## config.mk

```make
export PLATFORM = sky130hd
export DESIGN_NAME = odometry_slip_detector_flat
export DESIGN_NICKNAME = d
export VERILOG_FILES = /design/src/rtl/core/osd_pkg.sv /design/src/rtl/core/osd_frame_in_if.sv /design/src/rtl/core/osd_frame_out_if.sv /design/src/rtl/core/osd_cfg_if.sv /design/src/rtl/core/odometry_slip_detector.sv /design/src/flat_wrapper.sv
export SDC_FILE = /design/constraint.sdc
export NUM_CORES = 2
export LEC_CHECK = 0
export BUFFER_PORTS_ARGS = -buffer_cell sky130_fd_sc_hd__buf_2
export CORE_MARGIN = 10
export CORE_UTILIZATION = 40
export DETAILED_ROUTE_END_ITERATION = 10
export GPL_TIMING_DRIVEN = 0
export PLACE_DENSITY = 0.67
export SLEW_MARGIN = 20
export SYNTH_ARGS = -nofsm -noshare
export SYNTH_HDL_FRONTEND = slang
export SYNTH_SLANG_ARGS = --single-unit
```

## constraint.sdc

```tcl
create_clock -name clk -period 25.4 [get_ports clk]
set_clock_uncertainty 0.05 [all_clocks]
set_input_delay 6.35 -clock clk [delete_from_list [all_inputs] [get_ports clk]]
set_output_delay 6.35 -clock clk [all_outputs]
set_load 0.01 [all_outputs]
```

## src/rtl/core/osd_pkg.sv

```systemverilog
// Shared types and constants of the odometry slip detector.
package osd_pkg;

    localparam int CFG_INDEX_W = 8;
    localparam int CFG_DATA_W  = 32;

    // Configuration register indexes.
    typedef enum logic [CFG_INDEX_W-1:0] {
        CFG_SLIP_THRESHOLD   = 8'd0,
        CFG_SLIP_COUNT_LIMIT = 8'd1,
        CFG_CAUGHT_HOLD_TIME = 8'd2,
        CFG_AVERAGE_WEIGHT   = 8'd3
    } cfg_index_t;

    // Register values after reset.
    localparam logic [30:0] SLIP_THRESHOLD_RST   = 31'd6554;
    localparam logic [14:0] SLIP_COUNT_LIMIT_RST = 15'd5;
    localparam logic [15:0] CAUGHT_HOLD_TIME_RST = 16'd30;
    localparam logic [15:0] AVERAGE_WEIGHT_RST   = 16'd19661;

    // Average weight is Q0.16; this is one half in that scale, used for rounding.
    localparam int AVG_SHIFT = 16;
    localparam logic signed [49:0] AVG_ROUND = 50'sd32768;

    // Slip run and hold counter limits.
    localparam logic signed [15:0] RUN_MAX  = 16'sh7FFF;
    localparam logic signed [15:0] RUN_MIN  = 16'sh8000;
    localparam logic [15:0]        HOLD_MAX = 16'hFFFF;

    typedef struct packed {
        logic signed [31:0] walk_forward;
        logic signed [31:0] walk_left;
        logic signed [31:0] walk_turn;
        logic signed [31:0] visual_turn;
        logic               visual_valid;
    } frame_in_t;

    typedef struct packed {
        logic signed [31:0] fused_forward;
        logic signed [31:0] fused_left;
        logic signed [31:0] fused_turn;
        logic               used_visual;
        logic signed [31:0] slip_level;
        logic signed [15:0] slip_run;
        logic               caught_left;
        logic               caught_right;
    } frame_out_t;

    typedef struct packed {
        logic [CFG_INDEX_W-1:0] reg_index;
        logic [CFG_DATA_W-1:0]  wr_data;
    } cfg_write_t;

endpackage

```

## src/rtl/core/osd_frame_in_if.sv

```systemverilog
// Valid/ready channel carrying one odometry frame.
interface osd_frame_in_if
    import osd_pkg::*;
();
    logic      valid;
    logic      ready;
    frame_in_t data;

    modport source (output valid, output data, input ready);
    modport sink   (input valid, input data, output ready);
endinterface

```

## src/rtl/core/osd_frame_out_if.sv

```systemverilog
// Valid/ready channel carrying one fused odometry result.
interface osd_frame_out_if
    import osd_pkg::*;
();
    logic       valid;
    logic       ready;
    frame_out_t data;

    modport source (output valid, output data, input ready);
    modport sink   (input valid, input data, output ready);
endinterface

```

## src/rtl/core/osd_cfg_if.sv

```systemverilog
// Valid/ready configuration write channel.
interface osd_cfg_if
    import osd_pkg::*;
();
    logic       valid;
    logic       ready;
    cfg_write_t data;

    modport source (output valid, output data, input ready);
    modport sink   (input valid, input data, output ready);
endinterface

```

## src/rtl/core/odometry_slip_detector.sv

```systemverilog
// Top level of the odometry slip detector: turn fusion, slip average and caught latches.
//
//  Channel    Dir  Beat contents
//  ---------  ---  ------------------------------------------------------------
//  frame_in   in   walk forward/left/turn, visual turn and its valid flag
//  frame_out  out  fused forward/left/turn, used_visual, slip level, run, latches
//  cfg        in   register index and write data
//
// A frame beat lands in an input register; one pass of logic then writes the whole
// update into the result register, and a frame can be accepted every cycle while the
// result is not stalled. The longest path is the 17 x 33 bit weight multiply into the average.
// A stalled result holds the input register, and frame_in.ready falls once both are full.
// Reset clears the valid flags and frame state and loads the register defaults. Configuration beats
// are always accepted; the user must send them only while no frame is in flight, as nothing checks it.
module odometry_slip_detector
    import osd_pkg::*;
(
    input  logic                   clk,
    input  logic                   rst_n,
    osd_frame_in_if.sink           frame_in,
    osd_frame_out_if.source        frame_out,
    osd_cfg_if.sink                cfg
);

    // Configuration registers.
    logic [30:0] slip_threshold_reg;
    logic [14:0] slip_count_limit_reg;
    logic [15:0] caught_hold_time_reg;
    logic [15:0] average_weight_reg;

    // Frame-to-frame state.
    logic [31:0]        prev_walk_forward_reg;
    logic [31:0]        prev_walk_left_reg;
    logic [31:0]        prev_walk_turn_reg;
    logic [31:0]        prev_visual_turn_reg;
    logic               prev_valid_reg;
    logic signed [31:0] slip_avg_reg;
    logic signed [15:0] slip_counter_reg;
    logic [15:0]        hold_counter_reg;
    logic               left_latch_reg;
    logic               right_latch_reg;
    logic [31:0]        turn_accum_reg;

    // Input and result stages.
    logic       in_valid_reg;
    frame_in_t  in_data_reg;
    logic       out_valid_reg;
    frame_out_t out_data_reg;

    logic advance;

    // Update datapath.
    logic [31:0]        walk_step;
    logic [31:0]        vis_step;
    logic               walking;
    logic               both_valid;
    logic signed [31:0] slip_err;
    logic signed [32:0] avg_diff;
    logic signed [49:0] weighted;
    logic signed [49:0] rounded;
    logic signed [33:0] avg_delta;
    logic signed [33:0] avg_sum;
    logic signed [31:0] slip_avg_next;
    logic signed [32:0] avg_ext;
    logic signed [32:0] thr_ext;
    logic               slip_left;
    logic               slip_right;
    logic               use_vis;
    logic [31:0]        turn_accum_next;
    logic signed [15:0] slip_counter_next;
    logic signed [16:0] run_ext;
    logic signed [16:0] lim_ext;
    logic [15:0]        hold_counter_next;
    logic               left_latch_next;
    logic               right_latch_next;
    frame_out_t         result;

    // The result register moves on when it is empty or being taken; the input
    // register moves into it in the same cycle and can then take a new beat.
    assign advance         = in_valid_reg && (!out_valid_reg || frame_out.ready);
    assign frame_in.ready  = !in_valid_reg || advance;
    assign frame_out.valid = out_valid_reg;
    assign frame_out.data  = out_data_reg;
    assign cfg.ready       = 1'b1;

    // Steps since the previous frame, all wrapping modulo 2^32.
    assign walk_step  = in_data_reg.walk_turn - prev_walk_turn_reg;
    assign vis_step   = in_data_reg.visual_turn - prev_visual_turn_reg;
    assign walking    = (walk_step != '0)
                     || (in_data_reg.walk_forward != prev_walk_forward_reg)
                     || (in_data_reg.walk_left != prev_walk_left_reg);
    assign both_valid = prev_valid_reg && in_data_reg.visual_valid;

    // The slip error only counts when vision is trusted on both frames.
    assign slip_err = both_valid ? $signed(vis_step - walk_step) : '0;

    // w*err + (1-w)*avg is rewritten as avg + w*(err - avg), which needs a
    // single multiply. Rounding adds one half and the arithmetic shift floors.
    assign avg_diff  = $signed({slip_err[31], slip_err})
                     - $signed({slip_avg_reg[31], slip_avg_reg});
    assign weighted  = $signed({1'b0, average_weight_reg}) * avg_diff;
    assign rounded   = weighted + AVG_ROUND;
    assign avg_delta = rounded[49:AVG_SHIFT];
    assign avg_sum   = $signed({{2{slip_avg_reg[31]}}, slip_avg_reg}) + avg_delta;
    // The weighted average stays between its two inputs, so 32 bits hold it.
    assign slip_avg_next = avg_sum[31:0];

    // Slipping left when the average is above the threshold, right when below
    // its negative.
    assign avg_ext    = $signed({slip_avg_next[31], slip_avg_next});
    assign thr_ext    = $signed({2'b00, slip_threshold_reg});
    assign slip_left  = avg_ext > thr_ext;
    assign slip_right = avg_ext < -thr_ext;

    // Vision drives the turn when both frames are valid and the robot is
    // either walking or slipping hard.
    assign use_vis         = both_valid && (walking || slip_left || slip_right);
    assign turn_accum_next = turn_accum_reg + (use_vis ? vis_step : walk_step);

    // Signed slip run, saturating at the 16-bit limits and cleared when neither side slips.
    always_comb
    begin
        slip_counter_next = '0;
        if (slip_left)
        begin
            slip_counter_next = (slip_counter_reg == RUN_MAX) ? slip_counter_reg
                                                             : slip_counter_reg + 16'sd1;
        end
        else if (slip_right)
        begin
            slip_counter_next = (slip_counter_reg == RUN_MIN) ? slip_counter_reg
                                                             : slip_counter_reg - 16'sd1;
        end
    end

    assign run_ext = $signed({slip_counter_next[15], slip_counter_next});
    assign lim_ext = $signed({2'b00, slip_count_limit_reg});

    // Caught latches: a long slip run sets one side and restarts the hold
    // timer; once the timer passes the hold time both latches clear.
    always_comb
    begin
        hold_counter_next = hold_counter_reg;
        left_latch_next   = left_latch_reg;
        right_latch_next  = right_latch_reg;
        if (run_ext > lim_ext)
        begin
            hold_counter_next = 16'd1;
            left_latch_next   = 1'b1;
            right_latch_next  = 1'b0;
        end
        else if (run_ext < -lim_ext)
        begin
            hold_counter_next = 16'd1;
            left_latch_next   = 1'b0;
            right_latch_next  = 1'b1;
        end
        else if (hold_counter_reg > caught_hold_time_reg)
        begin
            hold_counter_next = '0;
            left_latch_next   = 1'b0;
            right_latch_next  = 1'b0;
        end
        else if (hold_counter_reg != '0 && hold_counter_reg != HOLD_MAX)
        begin
            hold_counter_next = hold_counter_reg + 16'd1;
        end
    end

    always_comb
    begin
        result.fused_forward = in_data_reg.walk_forward;
        result.fused_left    = in_data_reg.walk_left;
        result.fused_turn    = $signed(turn_accum_next);
        result.used_visual   = use_vis;
        result.slip_level    = slip_avg_next;
        result.slip_run      = slip_counter_next;
        result.caught_left   = left_latch_next;
        result.caught_right  = right_latch_next;
    end

    // Configuration registers; writes to unknown indexes are dropped.
    always_ff @(posedge clk or negedge rst_n)
    begin
        if (!rst_n)
        begin
            slip_threshold_reg   <= SLIP_THRESHOLD_RST;
            slip_count_limit_reg <= SLIP_COUNT_LIMIT_RST;
            caught_hold_time_reg <= CAUGHT_HOLD_TIME_RST;
            average_weight_reg   <= AVERAGE_WEIGHT_RST;
        end
        else if (cfg.valid)
        begin
            case (cfg.data.reg_index)
                CFG_SLIP_THRESHOLD:   slip_threshold_reg   <= cfg.data.wr_data[30:0];
                CFG_SLIP_COUNT_LIMIT: slip_count_limit_reg <= cfg.data.wr_data[14:0];
                CFG_CAUGHT_HOLD_TIME: caught_hold_time_reg <= cfg.data.wr_data[15:0];
                CFG_AVERAGE_WEIGHT:   average_weight_reg   <= cfg.data.wr_data[15:0];
                default: ;
            endcase
        end
    end

    // Input register.
    always_ff @(posedge clk or negedge rst_n)
    begin
        if (!rst_n)
        begin
            in_valid_reg <= 1'b0;
        end
        else if (frame_in.ready)
        begin
            in_valid_reg <= frame_in.valid;
        end
    end

    always_ff @(posedge clk)
    begin
        if (frame_in.valid && frame_in.ready)
        begin
            in_data_reg <= frame_in.data;
        end
    end

    // Result register.
    always_ff @(posedge clk or negedge rst_n)
    begin
        if (!rst_n)
        begin
            out_valid_reg <= 1'b0;
        end
        else if (advance)
        begin
            out_valid_reg <= 1'b1;
        end
        else if (frame_out.ready)
        begin
            out_valid_reg <= 1'b0;
        end
    end

    always_ff @(posedge clk)
    begin
        if (advance)
        begin
            out_data_reg <= result;
        end
    end

    // Frame state commits when the frame's result is written.
    always_ff @(posedge clk or negedge rst_n)
    begin
        if (!rst_n)
        begin
            prev_walk_forward_reg <= '0;
            prev_walk_left_reg    <= '0;
            prev_walk_turn_reg    <= '0;
            prev_visual_turn_reg  <= '0;
            prev_valid_reg        <= 1'b0;
            slip_avg_reg          <= '0;
            slip_counter_reg      <= '0;
            hold_counter_reg      <= '0;
            left_latch_reg        <= 1'b0;
            right_latch_reg       <= 1'b0;
            turn_accum_reg        <= '0;
        end
        else if (advance)
        begin
            prev_walk_forward_reg <= in_data_reg.walk_forward;
            prev_walk_left_reg    <= in_data_reg.walk_left;
            prev_walk_turn_reg    <= in_data_reg.walk_turn;
            prev_visual_turn_reg  <= in_data_reg.visual_turn;
            prev_valid_reg        <= in_data_reg.visual_valid;
            slip_avg_reg          <= slip_avg_next;
            slip_counter_reg      <= slip_counter_next;
            hold_counter_reg      <= hold_counter_next;
            left_latch_reg        <= left_latch_next;
            right_latch_reg       <= right_latch_next;
            turn_accum_reg        <= turn_accum_next;
        end
    end

endmodule

```

## src/flat_wrapper.sv

```systemverilog
// flat-port wrapper written by rule: the top's interface ports become plain ports
module odometry_slip_detector_flat import osd_pkg::*;
  (clk, rst_n, frame_in_valid, frame_in_data, frame_in_ready, frame_out_valid, frame_out_data, frame_out_ready, cfg_valid, cfg_data, cfg_ready);
  osd_frame_in_if frame_in_i ();
  osd_frame_out_if frame_out_i ();
  osd_cfg_if cfg_i ();
  input  logic clk;
  input  logic rst_n;
  input wire logic [$bits(frame_in_i.valid)-1:0] frame_in_valid;
  input wire logic [$bits(frame_in_i.data)-1:0] frame_in_data;
  output wire logic [$bits(frame_in_i.ready)-1:0] frame_in_ready;
  output wire logic [$bits(frame_out_i.valid)-1:0] frame_out_valid;
  output wire logic [$bits(frame_out_i.data)-1:0] frame_out_data;
  input wire logic [$bits(frame_out_i.ready)-1:0] frame_out_ready;
  input wire logic [$bits(cfg_i.valid)-1:0] cfg_valid;
  input wire logic [$bits(cfg_i.data)-1:0] cfg_data;
  output wire logic [$bits(cfg_i.ready)-1:0] cfg_ready;
  assign frame_in_i.valid = frame_in_valid;
  assign frame_in_i.data = frame_in_data;
  assign frame_in_ready = frame_in_i.ready;
  assign frame_out_valid = frame_out_i.valid;
  assign frame_out_data = frame_out_i.data;
  assign frame_out_i.ready = frame_out_ready;
  assign cfg_i.valid = cfg_valid;
  assign cfg_i.data = cfg_data;
  assign cfg_ready = cfg_i.ready;
  odometry_slip_detector u_core (.clk(clk), .rst_n(rst_n), .frame_in(frame_in_i), .frame_out(frame_out_i), .cfg(cfg_i));
endmodule
```

Word level (Yosys, flattened, before mapping)
Cells that the tools add are included.

storage, ports and cells
  flip-flop bits (word level) = 583
  input port bits = 174
  output and inout port bits = 150
  word-level logic and storage cells = 97

cells by class
  add/subtract/negate cells = 12
  multipliers = 1
  order comparisons = 5
  eq/ne operators = 8
  muxes and demuxes = 18
  reductions and logical operators = 23

operator list
  cell                    count
  $mux 16                 8
  $sub 32x32->32          3
  $add 32x32->32          2
  $mux 32                 2
  $ne 32x32->1            2
  $add 48x17->48 const B  1
  $mul 17x33->48          1
  $lt 32x33->1            1
  $neg 31->33             1
  $sub 32x32->33          1
  $eq 16x16->1 const B    2
  $gt 16x16->1            2
  $gt 32x32->1            1
  $reduce_bool 32->1      1
  $lt 16x17->1            1
  $neg 15->17             1
  $add 16x1->16 const B   1
  $add 16x2->16 const B   1
  $eq 8x2->1 const B      2
  $ne 16x16->1 const B    1
  $reduce_bool 16->1      1
  $sub 16x2->16 const B   1
  $reduce_and 2->1        5
  $eq 8x1->1 const B      1
  7 further kinds         24

Depth between registers and ports, before layout
  word-level depth = 13
  mapped depth = 107
  gate-level depth less buffers = 105

Worst setup path before layout
OpenSTA, ideal clock, no wires.

  path type = register -> register
  start point = register u_core.in_data_reg[33] (netlist bit)
  end point = register u_core.turn_accum_reg[30]
  library setup time = 0.125 ns
  arrival = 19.087 ns
  required time = 25.225 ns
  slack = 6.139 ns
  stages on the path, launching flop included = 104
  buffers on the path = 3
  clock period less this slack = 19.261 ns
  cell sequence = edfxtp_1 inv_1 ha_1 inv_1 fa_1 a21o_1 a21oi_1 xnor2_1 inv_1 ha_1 a21boi_0 o21ai_0 a21boi_0 o21ai_0 a211o_1 a21oi_1 o21a_1 nor2_1 [... 68 more ...] fa_1 nor2b_1 o21ai_0 a21boi_0 o21ai_0 a21oi_1 o21ai_0 a21boi_0 o21ai_0 a21oi_1 a211oi_1 nor2_1 a311oi_1 o21ai_0 a21o_1 a21oi_1 xnor2_1 mux2_2

on the way
  longest elaborated chain between the ends = 13
  elaborated cells between the ends (all ways) = 17
  classes of those cells = add/sub (6); mul (1); order compare (2); mux (2); reduce/logical (6)

RTL lines
  what                            line                           source
  from (decl)                     odometry_slip_detector.sv:46   frame_in_t in_data_reg;
  from (signal assigned)          odometry_slip_detector.sv:221  in_data_reg <= frame_in.data;
  $sub 32x32->32 *                odometry_slip_detector.sv:87   assign walk_step = in_data_reg.walk_turn - prev_walk_turn_reg;
  $sub 32x32->32 *                odometry_slip_detector.sv:95   assign slip_err = both_valid ? $signed(vis_step - walk_step) : '0;
  $mux 32 *                       odometry_slip_detector.sv:95
  $sub 32x32->33 *                odometry_slip_detector.sv:100  - $signed({slip_avg_reg[31], slip_avg_reg});
  $mul 17x33->48 *                odometry_slip_detector.sv:101  assign weighted = $signed({1'b0, average_weight_reg}) * avg_diff;
  $add 48x17->48 *                odometry_slip_detector.sv:102  assign rounded = weighted + AVG_ROUND;
  $add 32x32->32 *                odometry_slip_detector.sv:104  assign avg_sum = $signed({{2{slip_avg_reg[31]}}, slip_avg_reg}) + avg_delta;
  net u_core.avg_sum[25]          odometry_slip_detector.sv:62   logic signed [33:0] avg_sum;
  $gt 32x32->1                    odometry_slip_detector.sv:112  assign slip_left = avg_ext > thr_ext;
  $logic_or 1x1->1                odometry_slip_detector.sv:117  assign use_vis = both_valid && (walking || slip_left || slip_right);
  $logic_or 1x1->1 *              odometry_slip_detector.sv:117
  $logic_and 1x1->1 *             odometry_slip_detector.sv:117
  net u_core.use_vis              odometry_slip_detector.sv:68   logic use_vis;
  $mux 32 *                       odometry_slip_detector.sv:118  assign turn_accum_next = turn_accum_reg + (use_vis ? vis_step : walk_step);
  $add 32x32->32 *                odometry_slip_detector.sv:118
  net u_core.turn_accum_next[30]  odometry_slip_detector.sv:69   logic [31:0] turn_accum_next;
  to (signal assigned)            odometry_slip_detector.sv:279  turn_accum_reg <= turn_accum_next;
  to (decl)                       odometry_slip_detector.sv:42   logic [31:0] turn_accum_reg;

Mark *: on every way through the listed nets, which the timed path passes. The rest lies on a longest branch.
A chain may end at the register's enable or synchronous reset.

Final worst setup path
  start point = register u_core.in_data_reg[1] (netlist bit)
  end point = register u_core.turn_accum_reg[30]

on the way
  longest elaborated chain between the ends = 13
  elaborated cells between the ends (all ways) = 14
  classes of those cells = add/sub (6); mul (1); order compare (2); mux (2); reduce/logical (3)

RTL lines
  what                            line                           source
  $sub 32x32->32 *                odometry_slip_detector.sv:88   assign vis_step = in_data_reg.visual_turn - prev_visual_turn_reg;
  $sub 32x32->32 *                odometry_slip_detector.sv:95
  $mux 32 *                       odometry_slip_detector.sv:95
  $sub 32x32->33 *                odometry_slip_detector.sv:100
  $mul 17x33->48 *                odometry_slip_detector.sv:101
  $add 48x17->48 *                odometry_slip_detector.sv:102
  $add 32x32->32 *                odometry_slip_detector.sv:104
  net u_core.avg_sum[25]          odometry_slip_detector.sv:62
  $gt 32x32->1                    odometry_slip_detector.sv:112
  $logic_or 1x1->1                odometry_slip_detector.sv:117
  $logic_or 1x1->1 *              odometry_slip_detector.sv:117
  $logic_and 1x1->1 *             odometry_slip_detector.sv:117
  net u_core.use_vis              odometry_slip_detector.sv:68
  $mux 32 *                       odometry_slip_detector.sv:118
  $add 32x32->32 *                odometry_slip_detector.sv:118
  net u_core.turn_accum_next[30]  odometry_slip_detector.sv:69

Marks and branches as above.

==> impl_results.md <==
- Total Neg Setup Slack: 0 ps
- Total Routing Usage GR: 0.222
- CP startpoint kind: flip-flop
- Critical-path maximum fanout: 10
- Rel. slew slack: 0.189
- CTS clock-pin slew for the worst setup and hold paths: ~60 ps
- Number of max-cap violations: 0
- Vias in the first global route: roughly 43,000
- Slew of the pin with the lowest slew margin: 1200 ps
- Antenna violations before repair: 27
- Area leader, netlist: fa_1
- Post-Syn Instances: approximately 5,600
- Via/cell ratio: 5.33
- Fillers: 12,538
- Final Cycle Share: 0.939
- Clock Latency Late Sink: approximately 700 ps
- Standard-cell rows: ~130
- Maximum buffer depth of the clock tree: 3
- CTS tree: yes
- I/O pins: approximately 320
- H-tree levels: 3
- GPL Wtd Cong: roughly 0.9
- GR Overflow Total: 0
- Routed Antenna Nets: 0
- Largest net degree at the start of global routing: between 90 and 100
- Finished Core Util: 0.456
- Mean Syn Cell Area: ~9.4 sq um
- Required @ worst endpoint: ~26,000 ps
- Worst path slowest cell: or4_1
- DR DRC count: 0
- Initial DRC count: 3,221
- Largest register FFs: 147
- # clock sinks: ~600
- CTS Hold Buffers Added: 0
- Synth Warn #: 0
- FF-to-FF setup slack: 1550 ps
- First-pass GRT wire length: about 250,000 um
- Hold Path Class: reg2reg
- Post-synth EDFFs: roughly 280
- Crit-path max cell delay: approximately 560 ps
- Final Hold Vio Count: 0
- Multi-input logic area: between 30,000 and 40,000 sq um
- Initial Utilization: 0.404
- Area of the mapped netlist: between 50,000 and 60,000 sq um
- Synth area leaders: fa_1 (18%), edfxtp_1 (16%), dfrtp_1 (13%)
- Fin. max-slew vios: 0
- Count of final setup violators: 0
- Die area: roughly 150,000 sq um
- Mapped Nets: just under 7,000
- Pre-antenna DRT Iters: 5
- Number of synthesized register bits: 583
- Final nets: 7,154
- Most frequent cells after synthesis: inv_1 (884), nand2_1 (809), fa_1 (492)
- Clock Root Buffer: clkbuf_16
- Crit path time final: 23,850 ps
- Crit-path most repeated cell: a21oi_1
- Post-synth top area share: 0.185
- Die Height: about 380 um
- Die W: slightly below 400 um
- Yosys cell types: approximately 120
- WP data arrival: approximately 24,000 ps
- Register area: approximately 16,000 sq um
- Hold_sp: u_core.turn_accum_reg[28]
- WHS Path Cells: 2
- Worst Reg-to-Reg Cells: slightly above 100
- Setup WS post-layout: 1550 ps
- Asr flop ratio synth: 0.527
- R2R Path End: u_core.turn_accum_reg[30]
- Share of post-route cells with drive strength above 1: 0.105
- Area Growth Syn to Fin: 12.9%
- Core area: ~130,000 sq um
- Routed vias: around 42,000
- CP Capture Type: flip-flop
- Num CTS Buffers: ~70
- HPWL Detailed: 134,000 um
- Run status: finished clean
- Count leader, synth: inv_1
- Ys flop type: dfrtp_1
- Final wirelength: between 150,000 and 200,000 um
- Crit path kind: reg2reg
- Seq/Total Area, Yosys: 0.300
- Worst Hold End: u_core.turn_accum_reg[28]
- Wire length per cell: approximately 21 um
- Worst r2r src: u_core.in_data_reg[1]
- Port Buffer Count: roughly 320
- Post-Place Setup Slack: ~1200 ps
- Achievable frequency: about 42 MHz
placed cells by master (no fill, tap or decap), types with 11 or more instances in the layout:
cell,instances
nor2b_1,79
dfstp_2,21
edfxtp_1,276
nand2b_1,52
o21bai_1,25
and3_1,42
inv_1,884
xnor2_1,219
nor4_1,28
a21boi_0,13
ha_1,440
nand3b_1,11
nand2_1,809
a21o_1,77
xor2_1,56
o22ai_1,21
a21oi_1,174
a31oi_1,36
fa_1,492
o21ai_0,261
nor3_1,98
buf_2,332
or3_1,18
a211oi_1,16
o21a_1,48
nand4_1,47
nand3_1,82
or2_2,11
clkbuf_16,72
o211ai_1,15
mux2_2,58
nor2_1,207
o21ai_1,37
dfrtp_1,286
and2_1,285
clkbuf_1,168
worst max-delay path, delay by kind of cell (launching register included):
kind | cells | cell delay [ps]
muxes | 1 | 270
and+or+nand+nor | 21 | 4080
DFF | 1 | 360
adders and majority gates | 15 | 5980
xor gates and xnor gates | 5 | 920
AOI/OAI and AO/OA | 49 | 10650
buffers and inverters | 10 | 1410
kinds of logic (layout without fill, tap and decap cells):
| group | Yosys count | after routing | synth area share |
|---|---|---|---|
| buffers and inverters | 1079 | 1541 | 0.0770 |
| and+or+nand+nor | 1818 | 1818 | 0.164 |
| xor gates and xnor gates | 297 | 297 | 0.0509 |
| muxes | 66 | 66 | 0.0138 |
| other | 1 | 10 | 0.0000704 |
| adders and majority gates | 934 | 934 | 0.289 |
| AOI/OAI and AO/OA | 865 | 865 | 0.105 |
| DFF | 583 | 583 | 0.300 |
timing repair:
| action | CTS | global route |
|---|---|---|
| resized for setup | 0 | 35 |
| setup endpoints to repair | 0 | 18 |
| hold endpoints to repair | 0 | 0 |
| buffers inserted | 0 | 2 |
per-layer routing:
metal | vias up | GRT usage | share of wire
li1 | 19295 | - | -
met1 | 20692 | 0.288 | 0.42
met2 | 1586 | 0.351 | 0.45
met3 | 335 | 0.0556 | 0.088
met4 | 22 | 0.0934 | 0.047
met5 | - | 0 | 0.00097
per-stage QoR:
step / area [sq um] / cells / hold WS (ps)
2_1_floorplan: 53200 / 5643 / 391
3_3_place_gp: 57000 / 7719 / 415
3_5_place_dp: 57300 / 7730 / 423
4_1_cts: 59900 / 7858 / 438
5_1_grt: 60100 / 7862 / 458
6_report: 60100 / 7869 / 433
how the worst max path moves through the flow:
stage | end | cells past startpoint | startpoint | slack (ps)
finish | u_core.turn_accum_reg[30] | 101 | u_core.in_data_reg[1] | 1550
global route | u_core.turn_accum_reg[30] | 103 | u_core.in_data_reg[1] | -5
CTS | u_core.turn_accum_reg[30] | 100 | u_core.in_data_reg[1] | 1160
global placement | u_core.hold_counter_reg[9] | 87 | u_core.in_data_reg[1] | -350
floorplan | u_core.turn_accum_reg[30] | 103 | u_core.in_data_reg[33] | 6140
detailed placement | u_core.turn_accum_reg[30] | 100 | u_core.in_data_reg[1] | 1250
area by class of cell:
class | count | share of cell area
diodes | 9 | 0.000375
plain buffers | 192 | 0.0131
clock buffers | 91 | 0.0327
clock inverters | 37 | 0.0100
inverters | 887 | 0.0554
multi-input cells | 3981 | 0.555
flip-flops and latches | 583 | 0.266
well taps | 1755 | 0.0365
repair buffers | 334 | 0.0311
Power is left out: the tool's default activity adds up to more than one toggle a clock period on the data nets, which glitch-free logic cannot reach.
